[src/rtl/forest_fire_automaton_step_assert.svh]
// Assertion macros for the forest fire step block.
// Both expect i_clk and i_rst_n in the scope of the user.
`ifndef FOREST_FIRE_AUTOMATON_STEP_ASSERT_SVH
`define FOREST_FIRE_AUTOMATON_STEP_ASSERT_SVH

// Same-cycle implication.
`define FFA_ASSERT_IMPL(name, ante, cons, msg) \
    name: assert property (@(posedge i_clk) disable iff (!i_rst_n) (ante) |-> (cons)) \
        else $error(msg);

// Next-cycle implication.
`define FFA_ASSERT_NEXT(name, ante, cons, msg) \
    name: assert property (@(posedge i_clk) disable iff (!i_rst_n) (ante) |=> (cons)) \
        else $error(msg);

`endif

[src/rtl/ffa_pkg.sv]
`default_nettype none

package ffa_pkg;

    localparam int MAX_COLS  = 32;
    localparam int COL_W     = $clog2(MAX_COLS);
    localparam int CNT_W     = $clog2(MAX_COLS + 1);
    localparam int ADDR_W    = COL_W + 1;
    localparam int MEM_DEPTH = 2 ** ADDR_W;
    localparam int THR_W     = 16;
    localparam int COLS_W    = 6;
    localparam int CFG_IDX_W = 2;
    localparam int QDEPTH    = 2;

    localparam logic [THR_W-1:0]  GROW_THR_RST = THR_W'(3277);  // 0.05 of full scale
    localparam logic [THR_W-1:0]  IGN_THR_RST  = THR_W'(2621);  // 0.04 of full scale
    localparam logic [COLS_W-1:0] COLS_RST     = COLS_W'(32);

    typedef enum logic [1:0] {
        ST_EMPTY = 2'd0,
        ST_TREE  = 2'd1,
        ST_BURN  = 2'd2
    } t_state;

    typedef enum logic [CFG_IDX_W-1:0] {
        CFG_GROW   = 2'd0,
        CFG_IGNITE = 2'd1,
        CFG_COLS   = 2'd2
    } t_cfg_idx;

    typedef struct packed {
        logic [THR_W-1:0]  grow_thr;
        logic [THR_W-1:0]  ign_thr;
        logic [COLS_W-1:0] cols;
    } t_cfg;

    // Classified cell handed from front to engine.
    typedef struct packed {
        t_state st;
        logic   ok;
        logic   last;
    } t_item;

    // Line store entry.
    typedef struct packed {
        logic   above;
        logic   ok;
        t_state st;
    } t_entry;

    typedef struct packed {
        logic flushing;
        logic done_push;
    } t_bstat;

    function automatic logic burns(input t_entry e);
        return e.st == ST_BURN;
    endfunction

    function automatic t_state next_of(input t_entry e, input logic left,
                                       input logic right, input logic below);
        t_state ns;
        unique case (e.st)
            ST_EMPTY: ns = e.ok ? ST_TREE : ST_EMPTY;
            ST_TREE:  ns = (e.ok || e.above || left || right || below) ? ST_BURN : ST_TREE;
            default:  ns = ST_EMPTY;
        endcase
        return ns;
    endfunction

endpackage

`default_nettype wire

[src/rtl/ffa_in_if.sv]
`default_nettype none

interface ffa_in_if;
    logic                     valid;
    logic                     ready;
    logic [1:0]               cell_state;
    logic [ffa_pkg::THR_W-1:0] grow_draw;
    logic [ffa_pkg::THR_W-1:0] ignite_draw;
    logic                     frame_end;

    modport source (output valid, cell_state, grow_draw, ignite_draw, frame_end,
                    input ready);
    modport sink (input valid, cell_state, grow_draw, ignite_draw, frame_end,
                  output ready);
endinterface

`default_nettype wire

[src/rtl/ffa_out_if.sv]
`default_nettype none

interface ffa_out_if;
    logic       valid;
    logic       ready;
    logic [1:0] next_state;
    logic       frame_done;

    modport source (output valid, next_state, frame_done, input ready);
    modport sink (input valid, next_state, frame_done, output ready);
endinterface

`default_nettype wire

[src/rtl/forest_fire_automaton_step.sv]
// Path: a cell word passes the front register and the short queue, then the engine
//   (line store read, then update and store write); its result is the cell one row above.
// Flow: the engine takes no new cell until it has written the last one back, and waits
//   on a full output; the final-row flush after frame_end emits that row column by column.
// Reset: synchronous, active low; clears handshake and row/column state and loads the
//   default thresholds and row width; the line store is not cleared and needs no pass.
`default_nettype none
`include "forest_fire_automaton_step_assert.svh"

module forest_fire_automaton_step (
    input  wire logic                            i_clk,
    input  wire logic                            i_rst_n,
    ffa_in_if.sink                               i_in,
    ffa_out_if.source                            o_out,
    input  wire logic                            i_cfg_wr_en,
    input  wire logic [ffa_pkg::CFG_IDX_W-1:0]   i_cfg_index,
    input  wire logic [ffa_pkg::THR_W-1:0]       i_cfg_data
);

    // Configuration registers: thresholds and row width.
    ffa_pkg::t_cfg  r_cfg;
    ffa_pkg::t_cfg  n_cfg;

    // Front-to-queue and queue-to-engine words.
    logic           w_push_valid;
    logic           w_push_ready;
    ffa_pkg::t_item w_push_item;
    logic           w_pop_valid;
    logic           w_pop_ready;
    ffa_pkg::t_item w_pop_item;
    ffa_pkg::t_bstat w_bstat;

    // Decode a register write; ignore indexes past the list.
    always_comb begin
        n_cfg = r_cfg;
        if (i_cfg_wr_en) begin
            unique case (ffa_pkg::t_cfg_idx'(i_cfg_index))
                ffa_pkg::CFG_GROW:   n_cfg.grow_thr = i_cfg_data;
                ffa_pkg::CFG_IGNITE: n_cfg.ign_thr  = i_cfg_data;
                ffa_pkg::CFG_COLS:   n_cfg.cols     = i_cfg_data[ffa_pkg::COLS_W-1:0];
                default:             n_cfg          = r_cfg;
            endcase
        end
    end

    always_ff @(posedge i_clk) begin
        if (!i_rst_n) begin
            r_cfg.grow_thr <= ffa_pkg::GROW_THR_RST;
            r_cfg.ign_thr  <= ffa_pkg::IGN_THR_RST;
            r_cfg.cols     <= ffa_pkg::COLS_RST;
        end else begin
            r_cfg <= n_cfg;
        end
    end

    // Front: take a cell word, fold its state code and run both draw tests.
    ffa_front u_front (
        .i_clk        (i_clk),
        .i_rst_n      (i_rst_n),
        .i_cfg        (r_cfg),
        .i_in         (i_in),
        .o_push_valid (w_push_valid),
        .i_push_ready (w_push_ready),
        .o_push_item  (w_push_item)
    );

    // Short queue: lets the front keep taking words while the engine stalls or flushes.
    ffa_fifo u_fifo (
        .i_clk        (i_clk),
        .i_rst_n      (i_rst_n),
        .i_push_valid (w_push_valid),
        .o_push_ready (w_push_ready),
        .i_push_item  (w_push_item),
        .o_pop_valid  (w_pop_valid),
        .i_pop_ready  (w_pop_ready),
        .o_pop_item   (w_pop_item)
    );

    // Engine: two-bank line store, emit the row above, flush the last row on frame end.
    ffa_back u_back (
        .i_clk     (i_clk),
        .i_rst_n   (i_rst_n),
        .i_cfg     (r_cfg),
        .i_q_valid (w_pop_valid),
        .o_q_ready (w_pop_ready),
        .i_q_item  (w_pop_item),
        .o_out     (o_out),
        .o_stat    (w_bstat)
    );

    // An accepted cell word lands in the front register.
    `FFA_ASSERT_NEXT(a_front_load, i_in.valid && i_in.ready, w_push_valid, "front word lost")

    // Hold the queue while the last row drains.
    `FFA_ASSERT_IMPL(a_no_pop_in_flush, w_bstat.flushing, !(w_pop_valid && w_pop_ready),
        "queue popped during flush")

    // The frame-done word ends the flush and shows on the output.
    `FFA_ASSERT_NEXT(a_flush_ends, w_bstat.done_push,
        !w_bstat.flushing && o_out.valid && o_out.frame_done, "flush did not end")

endmodule

`default_nettype wire

[src/rtl/ffa_fifo.sv]
`default_nettype none

module ffa_fifo (
    input  wire logic           i_clk,
    input  wire logic           i_rst_n,
    input  wire logic           i_push_valid,
    output logic                o_push_ready,
    input  wire ffa_pkg::t_item i_push_item,
    output logic                o_pop_valid,
    input  wire logic           i_pop_ready,
    output ffa_pkg::t_item      o_pop_item
);

    localparam int PTR_W = (ffa_pkg::QDEPTH > 1) ? $clog2(ffa_pkg::QDEPTH) : 1;
    localparam int QC_W  = $clog2(ffa_pkg::QDEPTH + 1);

    ffa_pkg::t_item   r_buf [ffa_pkg::QDEPTH];
    logic [PTR_W-1:0] r_wp;
    logic [PTR_W-1:0] r_rp;
    logic [QC_W-1:0]  r_cnt;
    logic [PTR_W-1:0] n_wp;
    logic [PTR_W-1:0] n_rp;
    logic [QC_W-1:0]  n_cnt;
    logic             w_push;
    logic             w_pop;

    assign o_push_ready = (r_cnt != QC_W'(ffa_pkg::QDEPTH));
    assign o_pop_valid  = (r_cnt != '0);
    assign o_pop_item   = r_buf[r_rp];
    assign w_push       = i_push_valid && o_push_ready;
    assign w_pop        = o_pop_valid && i_pop_ready;

    always_comb begin
        n_wp  = r_wp;
        n_rp  = r_rp;
        n_cnt = r_cnt;
        if (w_push) begin
            n_wp = (r_wp == PTR_W'(ffa_pkg::QDEPTH - 1)) ? '0 : r_wp + PTR_W'(1);
        end
        if (w_pop) begin
            n_rp = (r_rp == PTR_W'(ffa_pkg::QDEPTH - 1)) ? '0 : r_rp + PTR_W'(1);
        end
        if (w_push && !w_pop) begin
            n_cnt = r_cnt + QC_W'(1);
        end else if (w_pop && !w_push) begin
            n_cnt = r_cnt - QC_W'(1);
        end
    end

    always_ff @(posedge i_clk) begin
        if (!i_rst_n) begin
            r_wp  <= '0;
            r_rp  <= '0;
            r_cnt <= '0;
        end else begin
            r_wp  <= n_wp;
            r_rp  <= n_rp;
            r_cnt <= n_cnt;
        end
    end

    always_ff @(posedge i_clk) begin
        if (w_push) begin
            r_buf[r_wp] <= i_push_item;
        end
    end

endmodule

`default_nettype wire

[src/rtl/ffa_front.sv]
`default_nettype none

module ffa_front (
    input  wire logic          i_clk,
    input  wire logic          i_rst_n,
    input  wire ffa_pkg::t_cfg i_cfg,
    ffa_in_if.sink             i_in,
    output logic               o_push_valid,
    input  wire logic          i_push_ready,
    output ffa_pkg::t_item     o_push_item
);

    logic           r_valid;
    ffa_pkg::t_item r_item;
    logic           n_valid;
    ffa_pkg::t_item n_item;
    logic           w_take;
    ffa_pkg::t_state w_st;

    assign i_in.ready   = !r_valid || i_push_ready;
    assign w_take       = i_in.valid && i_in.ready;
    assign o_push_valid = r_valid;
    assign o_push_item  = r_item;

    // Fold the unused code into burning.
    always_comb begin
        unique case (ffa_pkg::t_state'(i_in.cell_state))
            ffa_pkg::ST_EMPTY: w_st = ffa_pkg::ST_EMPTY;
            ffa_pkg::ST_TREE:  w_st = ffa_pkg::ST_TREE;
            default:           w_st = ffa_pkg::ST_BURN;
        endcase
    end

    always_comb begin
        n_valid = r_valid;
        n_item  = r_item;
        if (w_take) begin
            n_valid      = 1'b1;
            n_item.st    = w_st;
            n_item.last  = i_in.frame_end;
            n_item.ok    = ((w_st == ffa_pkg::ST_EMPTY) && (i_in.grow_draw <= i_cfg.grow_thr))
                        || ((w_st == ffa_pkg::ST_TREE) && (i_in.ignite_draw <= i_cfg.ign_thr));
        end else if (i_push_ready) begin
            n_valid = 1'b0;
        end
    end

    always_ff @(posedge i_clk) begin
        if (!i_rst_n) begin
            r_valid <= 1'b0;
        end else begin
            r_valid <= n_valid;
        end
        r_item <= n_item;
    end

endmodule

`default_nettype wire

[src/rtl/ffa_back.sv]
`default_nettype none

module ffa_back (
    input  wire logic           i_clk,
    input  wire logic           i_rst_n,
    input  wire ffa_pkg::t_cfg  i_cfg,
    input  wire logic           i_q_valid,
    output logic                o_q_ready,
    input  wire ffa_pkg::t_item i_q_item,
    ffa_out_if.source           o_out,
    output ffa_pkg::t_bstat     o_stat
);

    typedef enum logic [1:0] {
        S_IDLE,
        S_EXEC,
        S_FREAD,
        S_FOUT
    } t_fsm;

    typedef enum logic [1:0] {
        ROWS_FIRST = 2'd0,
        ROWS_A     = 2'd1,
        ROWS_B     = 2'd2
    } t_rows;

    t_fsm                        r_state;
    t_fsm                        n_state;
    t_rows                       r_rows;
    t_rows                       n_rows;
    logic [ffa_pkg::COL_W-1:0]   r_col;
    logic [ffa_pkg::COL_W-1:0]   n_col;
    ffa_pkg::t_item              r_item;
    ffa_pkg::t_item              n_item;
    logic                        r_left;
    logic                        n_left;
    logic [ffa_pkg::COL_W-1:0]   r_x;
    logic [ffa_pkg::COL_W-1:0]   n_x;
    logic [ffa_pkg::COL_W-1:0]   r_fc;
    logic [ffa_pkg::COL_W-1:0]   n_fc;
    logic                        r_fbank;
    logic                        n_fbank;
    logic                        r_o_valid;
    logic                        n_o_valid;
    ffa_pkg::t_state             r_o_next;
    ffa_pkg::t_state             n_o_next;
    logic                        r_o_done;
    logic                        n_o_done;

    ffa_pkg::t_entry             r_mem [ffa_pkg::MEM_DEPTH];
    ffa_pkg::t_entry             r_rd0;
    ffa_pkg::t_entry             r_rd1;

    logic [ffa_pkg::CNT_W-1:0]   w_cols;
    logic [ffa_pkg::CNT_W-1:0]   w_c1;
    logic                        w_wbank;
    logic                        w_have_prev;
    logic                        w_flushing;
    logic                        w_out_free;
    logic                        w_we;
    ffa_pkg::t_entry             w_entry;
    logic [ffa_pkg::ADDR_W-1:0]  w_wa;
    logic [ffa_pkg::ADDR_W-1:0]  w_ra0;
    logic [ffa_pkg::ADDR_W-1:0]  w_ra1;
    logic                        w_rd_bank;
    logic [ffa_pkg::COL_W-1:0]   w_rd_col;

    // Clamp row width into two .. MAX_COLS.
    always_comb begin
        if (i_cfg.cols < ffa_pkg::COLS_W'(2)) begin
            w_cols = ffa_pkg::CNT_W'(2);
        end else if (i_cfg.cols > ffa_pkg::COLS_W'(ffa_pkg::MAX_COLS)) begin
            w_cols = ffa_pkg::CNT_W'(ffa_pkg::MAX_COLS);
        end else begin
            w_cols = ffa_pkg::CNT_W'(i_cfg.cols);
        end
    end

    assign w_c1        = ffa_pkg::CNT_W'(r_col) + ffa_pkg::CNT_W'(1);
    assign w_wbank     = (r_rows == ROWS_A);
    assign w_have_prev = (r_rows != ROWS_FIRST);
    assign w_flushing  = (r_state == S_FREAD) || (r_state == S_FOUT);
    assign w_out_free  = !r_o_valid || o_out.ready;

    // Read the row above during a row, the current row during a flush.
    assign w_rd_bank = w_flushing ? r_fbank : !w_wbank;
    assign w_rd_col  = w_flushing ? r_x : r_col;
    assign w_ra0     = {w_rd_bank, w_rd_col};
    assign w_ra1     = {w_rd_bank, w_rd_col + ffa_pkg::COL_W'(1)};
    assign w_wa      = {w_wbank, r_col};

    always_comb begin
        w_entry.st    = r_item.st;
        w_entry.ok    = r_item.ok;
        w_entry.above = w_have_prev && ffa_pkg::burns(r_rd0);
    end

    assign o_q_ready        = (r_state == S_IDLE);
    assign o_out.valid      = r_o_valid;
    assign o_out.next_state = r_o_next;
    assign o_out.frame_done = r_o_done;

    assign o_stat.flushing  = w_flushing;
    assign o_stat.done_push = (r_state == S_FOUT) && w_out_free && (r_x == r_fc);

    always_comb begin
        n_state   = r_state;
        n_rows    = r_rows;
        n_col     = r_col;
        n_item    = r_item;
        n_left    = r_left;
        n_x       = r_x;
        n_fc      = r_fc;
        n_fbank   = r_fbank;
        n_o_valid = r_o_valid;
        n_o_next  = r_o_next;
        n_o_done  = r_o_done;
        w_we      = 1'b0;
        if (o_out.ready) begin
            n_o_valid = 1'b0;
        end
        unique case (r_state)
            S_IDLE: begin
                if (i_q_valid) begin
                    n_item  = i_q_item;
                    n_state = S_EXEC;
                end
            end
            S_EXEC: begin
                if (!w_have_prev || w_out_free) begin
                    w_we = 1'b1;
                    if (w_have_prev) begin
                        n_o_valid = 1'b1;
                        n_o_done  = 1'b0;
                        n_o_next  = ffa_pkg::next_of(r_rd0,
                            r_left && (r_col != '0),
                            (w_c1 < w_cols) && ffa_pkg::burns(r_rd1),
                            r_item.st == ffa_pkg::ST_BURN);
                    end
                    n_left = ffa_pkg::burns(r_rd0);
                    if (r_item.last) begin
                        n_state = S_FREAD;
                        n_x     = '0;
                        n_fc    = r_col;
                        n_fbank = w_wbank;
                        n_col   = '0;
                        n_rows  = ROWS_FIRST;
                    end else if (w_c1 >= w_cols) begin
                        n_state = S_IDLE;
                        n_col   = '0;
                        n_rows  = (r_rows == ROWS_A) ? ROWS_B : ROWS_A;
                    end else begin
                        n_state = S_IDLE;
                        n_col   = r_col + ffa_pkg::COL_W'(1);
                    end
                end
            end
            S_FREAD: begin
                n_state = S_FOUT;
            end
            S_FOUT: begin
                if (w_out_free) begin
                    n_o_valid = 1'b1;
                    n_o_done  = (r_x == r_fc);
                    n_o_next  = ffa_pkg::next_of(r_rd0,
                        r_left && (r_x != '0),
                        (r_x != r_fc) && ffa_pkg::burns(r_rd1),
                        1'b0);
                    n_left = ffa_pkg::burns(r_rd0);
                    if (r_x == r_fc) begin
                        n_state = S_IDLE;
                    end else begin
                        n_x     = r_x + ffa_pkg::COL_W'(1);
                        n_state = S_FREAD;
                    end
                end
            end
            default: n_state = S_IDLE;
        endcase
    end

    always_ff @(posedge i_clk) begin
        if (!i_rst_n) begin
            r_state   <= S_IDLE;
            r_rows    <= ROWS_FIRST;
            r_col     <= '0;
            r_o_valid <= 1'b0;
        end else begin
            r_state   <= n_state;
            r_rows    <= n_rows;
            r_col     <= n_col;
            r_o_valid <= n_o_valid;
        end
        r_item   <= n_item;
        r_left   <= n_left;
        r_x      <= n_x;
        r_fc     <= n_fc;
        r_fbank  <= n_fbank;
        r_o_next <= n_o_next;
        r_o_done <= n_o_done;
    end

    always_ff @(posedge i_clk) begin
        if (w_we) begin
            r_mem[w_wa] <= w_entry;
        end
        r_rd0 <= r_mem[w_ra0];
        r_rd1 <= r_mem[w_ra1];
    end

endmodule

`default_nettype wire

[src/flat_wrapper.sv]
// flat-port wrapper written by rule: the top's interface ports become plain ports
module forest_fire_automaton_step_flat 
  (i_clk, i_rst_n, i_cfg_wr_en, i_cfg_index, i_cfg_data, i_in_valid, i_in_cell_state, i_in_grow_draw, i_in_ignite_draw, i_in_frame_end, i_in_ready, o_out_valid, o_out_next_state, o_out_frame_done, o_out_ready);
  ffa_in_if i_in_i ();
  ffa_out_if o_out_i ();
  input  wire logic i_clk;
  input  wire logic i_rst_n;
  input  wire logic i_cfg_wr_en;
  input  wire logic [ffa_pkg::CFG_IDX_W-1:0] i_cfg_index;
  input  wire logic [ffa_pkg::THR_W-1:0] i_cfg_data;
  input wire logic [$bits(i_in_i.valid)-1:0] i_in_valid;
  input wire logic [$bits(i_in_i.cell_state)-1:0] i_in_cell_state;
  input wire logic [$bits(i_in_i.grow_draw)-1:0] i_in_grow_draw;
  input wire logic [$bits(i_in_i.ignite_draw)-1:0] i_in_ignite_draw;
  input wire logic [$bits(i_in_i.frame_end)-1:0] i_in_frame_end;
  output wire logic [$bits(i_in_i.ready)-1:0] i_in_ready;
  output wire logic [$bits(o_out_i.valid)-1:0] o_out_valid;
  output wire logic [$bits(o_out_i.next_state)-1:0] o_out_next_state;
  output wire logic [$bits(o_out_i.frame_done)-1:0] o_out_frame_done;
  input wire logic [$bits(o_out_i.ready)-1:0] o_out_ready;
  assign i_in_i.valid = i_in_valid;
  assign i_in_i.cell_state = i_in_cell_state;
  assign i_in_i.grow_draw = i_in_grow_draw;
  assign i_in_i.ignite_draw = i_in_ignite_draw;
  assign i_in_i.frame_end = i_in_frame_end;
  assign i_in_ready = i_in_i.ready;
  assign o_out_valid = o_out_i.valid;
  assign o_out_next_state = o_out_i.next_state;
  assign o_out_frame_done = o_out_i.frame_done;
  assign o_out_i.ready = o_out_ready;
  forest_fire_automaton_step u_core (.i_clk(i_clk), .i_rst_n(i_rst_n), .i_in(i_in_i), .o_out(o_out_i), .i_cfg_wr_en(i_cfg_wr_en), .i_cfg_index(i_cfg_index), .i_cfg_data(i_cfg_data));
endmodule
[config.mk]
export PLATFORM = sky130hd
export DESIGN_NAME = forest_fire_automaton_step_flat
export DESIGN_NICKNAME = d
export VERILOG_FILES = /design/src/rtl/ffa_pkg.sv /design/src/rtl/ffa_in_if.sv /design/src/rtl/ffa_out_if.sv /design/src/rtl/forest_fire_automaton_step.sv /design/src/rtl/ffa_fifo.sv /design/src/rtl/ffa_front.sv /design/src/rtl/ffa_back.sv /design/src/flat_wrapper.sv
export VERILOG_INCLUDE_DIRS = /design/src /design/src/rtl
export SDC_FILE = /design/constraint.sdc
export NUM_CORES = 1
export LEC_CHECK = 0
export ABC_CLOCK_PERIOD_IN_PS = 4100
export BUFFER_PORTS_ARGS = -buffer_cell sky130_fd_sc_hd__buf_2
export CAP_MARGIN = 10
export CELL_PAD_IN_SITES_DETAIL_PLACEMENT = 1
export CELL_PAD_IN_SITES_GLOBAL_PLACEMENT = 1
export CORE_MARGIN = 2
export CORE_UTILIZATION = 40
export CTS_CLUSTER_SIZE = 12
export DETAILED_ROUTE_END_ITERATION = 6
export PLACE_DENSITY_LB_ADDON = 0.1
export SLEW_MARGIN = 10
export SYNTH_ARGS = -nofsm -noshare
export SYNTH_HDL_FRONTEND = slang
export SYNTH_HIERARCHICAL = 1
export SYNTH_SLANG_ARGS = --single-unit
[constraint.sdc]
create_clock -name i_clk -period 4.1 [get_ports i_clk]
set_input_delay 0.41 -clock i_clk [delete_from_list [all_inputs] [get_ports i_clk]]
set_output_delay 0.41 -clock i_clk [all_outputs]
set_load 0.05 [all_outputs]
== Word-level counts from Yosys, hierarchy flattened ==
Memory sizes are Yosys's and may differ from the RTL's. A register that Yosys moved wholly into a read port is not among the register bits.
Cells that the tools add are included.

* Add/sub/neg operators: 8
* Magnitude comparators: 6
* Equality and inequality tests: 21
* Mux-type cells: 54
* Reductions and logical operators: 53

{| class="wikitable"
|+ Operator list
! cell !! number
|-
| 2-to-1 mux 5 bit || 7
|-
| less-or-equal comparator 16 bit || 2
|-
| 2-to-1 mux 2 bit || 15
|-
| 2-to-1 mux 1 bit || 21
|-
| case mux 2 bit (2 select lines) || 4
|-
| adder 5 x 1 -> 5 bit, second input constant || 3
|-
| inequality test 2 bit, second input constant || 7
|-
| equality test 2 x 1 -> 1 bit, second input constant || 6
|-
| equality test 2 bit, second input constant || 6
|-
| logical AND 1 bit || 12
|-
| 2-to-1 mux 6 bit || 2
|-
| AND reduction 3 bit || 4
|-
| nonzero test 2 bit || 6
|-
| logical OR 1 bit || 11
|-
| zero test 2 bit || 5
|-
| case mux 5 bit (2 select lines) || 1
|-
| AND reduction 2 bit || 5
|-
| nonzero test 5 bit || 2
|-
| case mux 2 bit (4 select lines) || 1
|-
| adder 5 x 1 -> 6 bit, second input constant || 1
|-
| greater-or-equal comparator 6 bit || 1
|-
| greater-than comparator 6 bit, second input constant || 1
|-
| zero test 1 bit || 6
|-
| less-than comparator 6 x 2 -> 1 bit, second input constant || 1
|-
| 9 further kinds || 12
|}

* Register bits after elaboration: 72
* Memory bits (writable): 264
* Bits of input ports: 58
* Output and inout bits: 5
* Logic and storage cells: 164
* Memories: 2

{| class="wikitable"
|+ Memories
! name !! words !! width !! rd ports !! clocked after Yosys merged registers in !! write ports !! RTL line !! RTL
|-
| u_core.u_back.r_mem || 64 || 4 || 2 || 2 || 1 || ffa_back.sv:50 || <nowiki>ffa_pkg::t_entry r_mem [ffa_pkg::MEM_DEPTH];</nowiki>
|-
| u_core.u_fifo.r_buf || 2 || 4 || 1 || 1 || 1 || ffa_fifo.sv:17 || <nowiki>ffa_pkg::t_item r_buf [ffa_pkg::QDEPTH];</nowiki>
|}

== Depth between registers and ports, before layout ==
* Depth in word-level cells: 12
* Depth in mapped cells: 15
* Gate-level depth less buffers: 11

== Hierarchy ==
Netlist, hierarchy kept.

{| class="wikitable"
|+ Modules (own cells, without submodules)
! module !! times used !! cells an instance !! area an instance (um2) !! sequential area each (um2)
|-
| ffa_back || 1 || 1148 || 13993.4 || 8578.2
|-
| forest_fire_automaton_step || 1 || 154 || 1575.3 || 760.7
|-
| ffa_front || 1 || 130 || 1031.0 || 140.1
|-
| ffa_fifo || 1 || 36 || 528.0 || 340.3
|}

== Worst setup path before layout ==
Ideal clock, no wire load.

* Path type: register -> register
* Start point: register u_core.u_back.r_state[1]
* End point: register u_core/u_back/r_rd1[1] (netlist name)
* Setup time: 0.132 ns
* Data arrival time: 2.981 ns
* Data required time: 3.968 ns
* Path slack: 0.987 ns
* Cell stages (with the launch flop): 14
* Path buffers: 5
* Clock period less this slack: 3.113 ns
* Path through: dfxtp_1 buf_6 mux2i_4 inv_4 buf_2 buf_2 ha_1 clkbuf_1 clkbuf_1 mux4_1 a221oi_1 a21oi_1 o22ai_1 a311oi_1

* Cells in the longest elaborated chain, start to end: 4
* Elaborated cells on any way between the ends: 6
* Classes of those cells: add/sub (1); eq/ne (2); mux (2); reduce/logical (1)

{| class="wikitable"
|+ RTL lines
! what !! RTL line !! RTL
|-
| from (decl) || ffa_back.sv:27 || <nowiki>t_fsm r_state;</nowiki>
|-
| from (signal assigned) || ffa_back.sv:189 || <nowiki>r_state <= n_state;</nowiki>
|-
| equality test 2 bit || ffa_back.sv:82 || <nowiki>assign w_flushing = (r_state == S_FREAD) || (r_state == S_FOUT);</nowiki>
|-
| logical OR 1 bit * || ffa_back.sv:82 ||
|-
| 2-to-1 mux 5 bit || ffa_back.sv:87 || <nowiki>assign w_rd_col = w_flushing ? r_x : r_col;</nowiki>
|-
| adder 5 x 1 -> 5 bit || ffa_back.sv:89 || <nowiki>assign w_ra1 = {w_rd_bank, w_rd_col + ffa_pkg::COL_W'(1)};</nowiki>
|}

Every way passes the cells marked *; elsewhere a longest branch is shown, timed or not.
A chain may end at the register's enable or synchronous reset.

== Worst setup path in the final report ==
* Start point: register u_core.u_back.r_state[1]
* End point: register u_core/u_back/r_rd0[2] (netlist name)

* Cells in the longest elaborated chain, start to end: 3
* Elaborated cells on any way between the ends: 5
* Classes of those cells: eq/ne (2); mux (2); reduce/logical (1)

{| class="wikitable"
|+ RTL lines
! what !! RTL line
|-
| equality test 2 bit || ffa_back.sv:82
|-
| logical OR 1 bit * || ffa_back.sv:82
|-
| 2-to-1 mux 5 bit / 2-to-1 mux 1 bit (equally long branches) || ffa_back.sv:87, ffa_back.sv:86
|}

Marked as above.

==> flow_metrics.py <==
metrics = {
    "timing": {
        "hold_viol": 0,
        "relSlewSlack": 0.257,
        "tns_ns": 0,
        "rsz0062_at_grt": "false",
        "skew_ns": 0.0265,
        "worst_slew_pin_slew_ns": 1.11,
        "period_share": 0.782,
        "max_freq_mhz": 312,
        "finalSetupViolCount": 0,
        "period_needed_ns": 3.21,
        "finalMaxSlewViolations": 0,
    },
    "synthesis": {
        "syn_inst": 1466,
        "syn_avg_cell_area_um2": 11.7,
        "netlist_area_mm2": 0.0171,
        "synth_nets": 1568,
        "yosys_warnings": 6,
    },
    "cts": {
        "clk_pin_slew_ns": 0.06,
        "cts-root-buf": "clkbuf_16",
        "numCtsBuffers": 41,
        "cts_setup_buffers": 0,
        "postCtsResizedCells": 0,
        "h-tree-depth": 2,
        "worstSkewPairLatency_ns": 0.57,
        "cts_tree": "built",
        "cts_buffer_depth": 3,
        "cts.sinks": 347,
        "holdBufCountCts": 0,
    },
    "final_layout": {
        "drive_above_1_share": 0.143,
        "syn_to_final_growth_pct": 12.6,
        "nNetsFinal": 1617,
        "n_fill_cell": 4443,
    },
    "global_route": {
        "overflow": 0,
        "grt_start_max_net_pins": 82,
        "grtUsageTotal": 0.256,
        "grt_pass1_wl_mm": 84.6,
        "grt_pass1_vias": 13100,
        "antenna_found_initial": 3,
    },
    "floorplanning": {
        "dieWidth_um": 211,
        "dieArea_mm2": 0.0445,
        "core_area_mm2": 0.0421,
        "rows": 75,
        "start_util": 0.406,
        "die_h_um": 211,
        "pin_count": 63,
    },
    "placed_design": {
        "dp.final_hpwl_mm": 38.7,
        "gp_congestion": 0.910,
        "io_buffers": 62,
    },
    "worst_setup_path": {
        "rr_startpoint": "u_core/u_back/r_state[1]$_SDFFE_PN0P_",
        "setup.worst_path.end": "u_core/u_back/r_rd0[2]$_DFF_P_",
        "required_ns": 4.58,
        "startpoint": "u_core/u_back/r_state[1]$_SDFFE_PN0P_",
        "ff2ff_path_depth": 8,
        "end_kind": "flip-flop",
        "crit_path_cell_trace": "inv_1, a21oi_4, buf_4, o221ai_1, o22ai_1, or4_1, o311ai_0, o31ai_1",
        "cp_slowest_cell": "a21oi_4",
        "path_class": "flip-flop to flip-flop",
        "worstPathArrival_ns": 3.69,
        "start_kind": "flip-flop",
        "reg2reg_slack_ns": 0.89,
        "crit_path_max_fanout": 31,
        "max_stage_delay_ns": 0.88,
        "rr_endpoint": "u_core/u_back/r_rd0[2]$_DFF_P_",
    },
    "drt": {
        "remaining_drc_errors": 0,
        "wl_per_cell_um": 26.9,
        "vias_per_cell": 6.11,
        "drt-initial-drc-count": 1042,
        "ant_nets": 0,
        "wirelength_mm": 56.2,
        "via_count": 12800,
        "dr.pass1.iters": 5,
    },
    "power_and_ir_drop": {
        "ir_drop_mv": 0.326,
        "leakagePower_uw": 0.00664,
        "power.density_mw_per_mm2": 586,
        "power.total_uw": 11300,
    },
    "outcome": {
        "outcome": "finished, final reports clean",
    },
    "hold_path": {
        "hold_path.class": "input pin to flip-flop",
    },
    "flow_run": {
        "max_cap_violations": 0,
    },
}
metal layers:
metal  wire, µm  vias to the layer above  track usage
met4       1600                        4       0.0860
met1      25200                     6563        0.354
li1           -                     5731            -
met2      26300                      370        0.415
met5         27                        -            0
met3       3040                       90       0.0388
registers in the layout (all words and copies together), names as in the netlist, named ones only:
register,flops
u_core/u_front/o_push_valid,1
u_core/u_back/r_fbank,1
u_core/u_back/r_item,4
u_core/u_back/r_mem,256
u_core/u_back/r_col,5
u_core/u_fifo/r_buf,8
u_core/u_fifo/r_wp,1
u_core/u_back/r_x,5
u_core/u_back/r_state,2
u_core/u_back/r_left,1
u_core/u_back/o_out.frame_done,1
u_core/u_back/r_rd1,2
u_core/u_back/o_out.next_state,2
u_core/u_back/o_out.valid,1
u_core/u_back/r_rd0,4
u_core/u_fifo/r_rp,1
u_core/u_back/r_fc,5
u_core/u_fifo/r_cnt,2
u_core/u_back/r_rows,2
u_core/r_cfg,38
u_core/u_front/o_push_item,4
cell type report:
| cell class | count | area [µm²] | share of cell area |
|---|---|---|---|
| Inverter | 62 | 235 | 0.0122 |
| Sequential cell | 347 | 9820 | 0.510 |
| Multi-Input combinational cell | 963 | 6560 | 0.340 |
| Antenna cell | 1 | 2.50 | 0.000130 |
| Clock inverter | 17 | 164 | 0.00851 |
| Timing Repair Buffer | 100 | 633 | 0.0329 |
| Tap cell | 539 | 674 | 0.0350 |
| Clock buffer | 59 | 1180 | 0.0611 |
power breakdown:
group          switching (µW)  total (µW)  internal [µW]
Clock                    1460        3650           2190
Sequential                179        4390           4210
Combinational            2190        3250           1060
critical path, delay by kind of cell, from the launching register on:
| family | cells | cell delay (ns) |
|---|---|---|
| and+or+nand+nor | 1 | 0.13 |
| DFF | 1 | 0.60 |
| buffers and inverters | 2 | 0.76 |
| AOI/OAI and AO/OA | 5 | 1.63 |
worst min-delay path by stage:
stage                                                  from                                       to  slack (ns)  depth (start not counted)
floorplan               u_core/u_back/r_col[4]$_SDFFE_PN0P_          u_core/u_back/r_fc[4]$_DFFE_PP_        0.41                          0
global placement    u_core/u_front/o_push_item[3]$_DFFE_PP_      u_core/u_fifo/r_buf[0][3]$_DFFE_PP_        0.43                          0
detailed placement  u_core/u_front/o_push_item[0]$_DFFE_PP_      u_core/u_fifo/r_buf[1][0]$_DFFE_PP_        0.44                          0
CTS                                          i_in_frame_end  u_core/u_front/o_push_item[0]$_DFFE_PP_       0.007                          1
global route                                 i_in_frame_end  u_core/u_front/o_push_item[0]$_DFFE_PP_        0.02                          1
finish                                       i_in_frame_end  u_core/u_front/o_push_item[0]$_DFFE_PP_        0.03                          1
through the flow:
stage / util / cells / hold WS [ns] / area, µm² / setup WS, ns
2_1_floorplan: - / 1466 / 0.406 / 17100 / 0.987
3_3_place_gp: 0.425 / 2011 / 0.433 / 17900 / 0.920
3_5_place_dp: 0.425 / 2011 / 0.438 / 17900 / 0.953
4_1_cts: 0.457 / 2087 / 0.00724 / 19300 / 0.910
5_1_grt: 0.457 / 2087 / 0.0233 / 19300 / 0.741
6_report: 0.457 / 2088 / 0.0343 / 19300 / 0.893
cells in the final DEF, fill, tap and decap left out, drive strengths merged, types with 21 or more instances in the layout:
cell	count
edfxtp	287
nand2	146
a21oi	109
nor2	108
buf	100
inv	62
dfxtp	60
clkbuf	59
a211oi	58
o21ai	52
mux2i	47
ha	44
o22ai	44
nor3	32
o221ai	27
nand4	27
nand3	26
nor2b	26
a2bb2oi	21
Note: power is estimated with default switching activity, not from simulation.
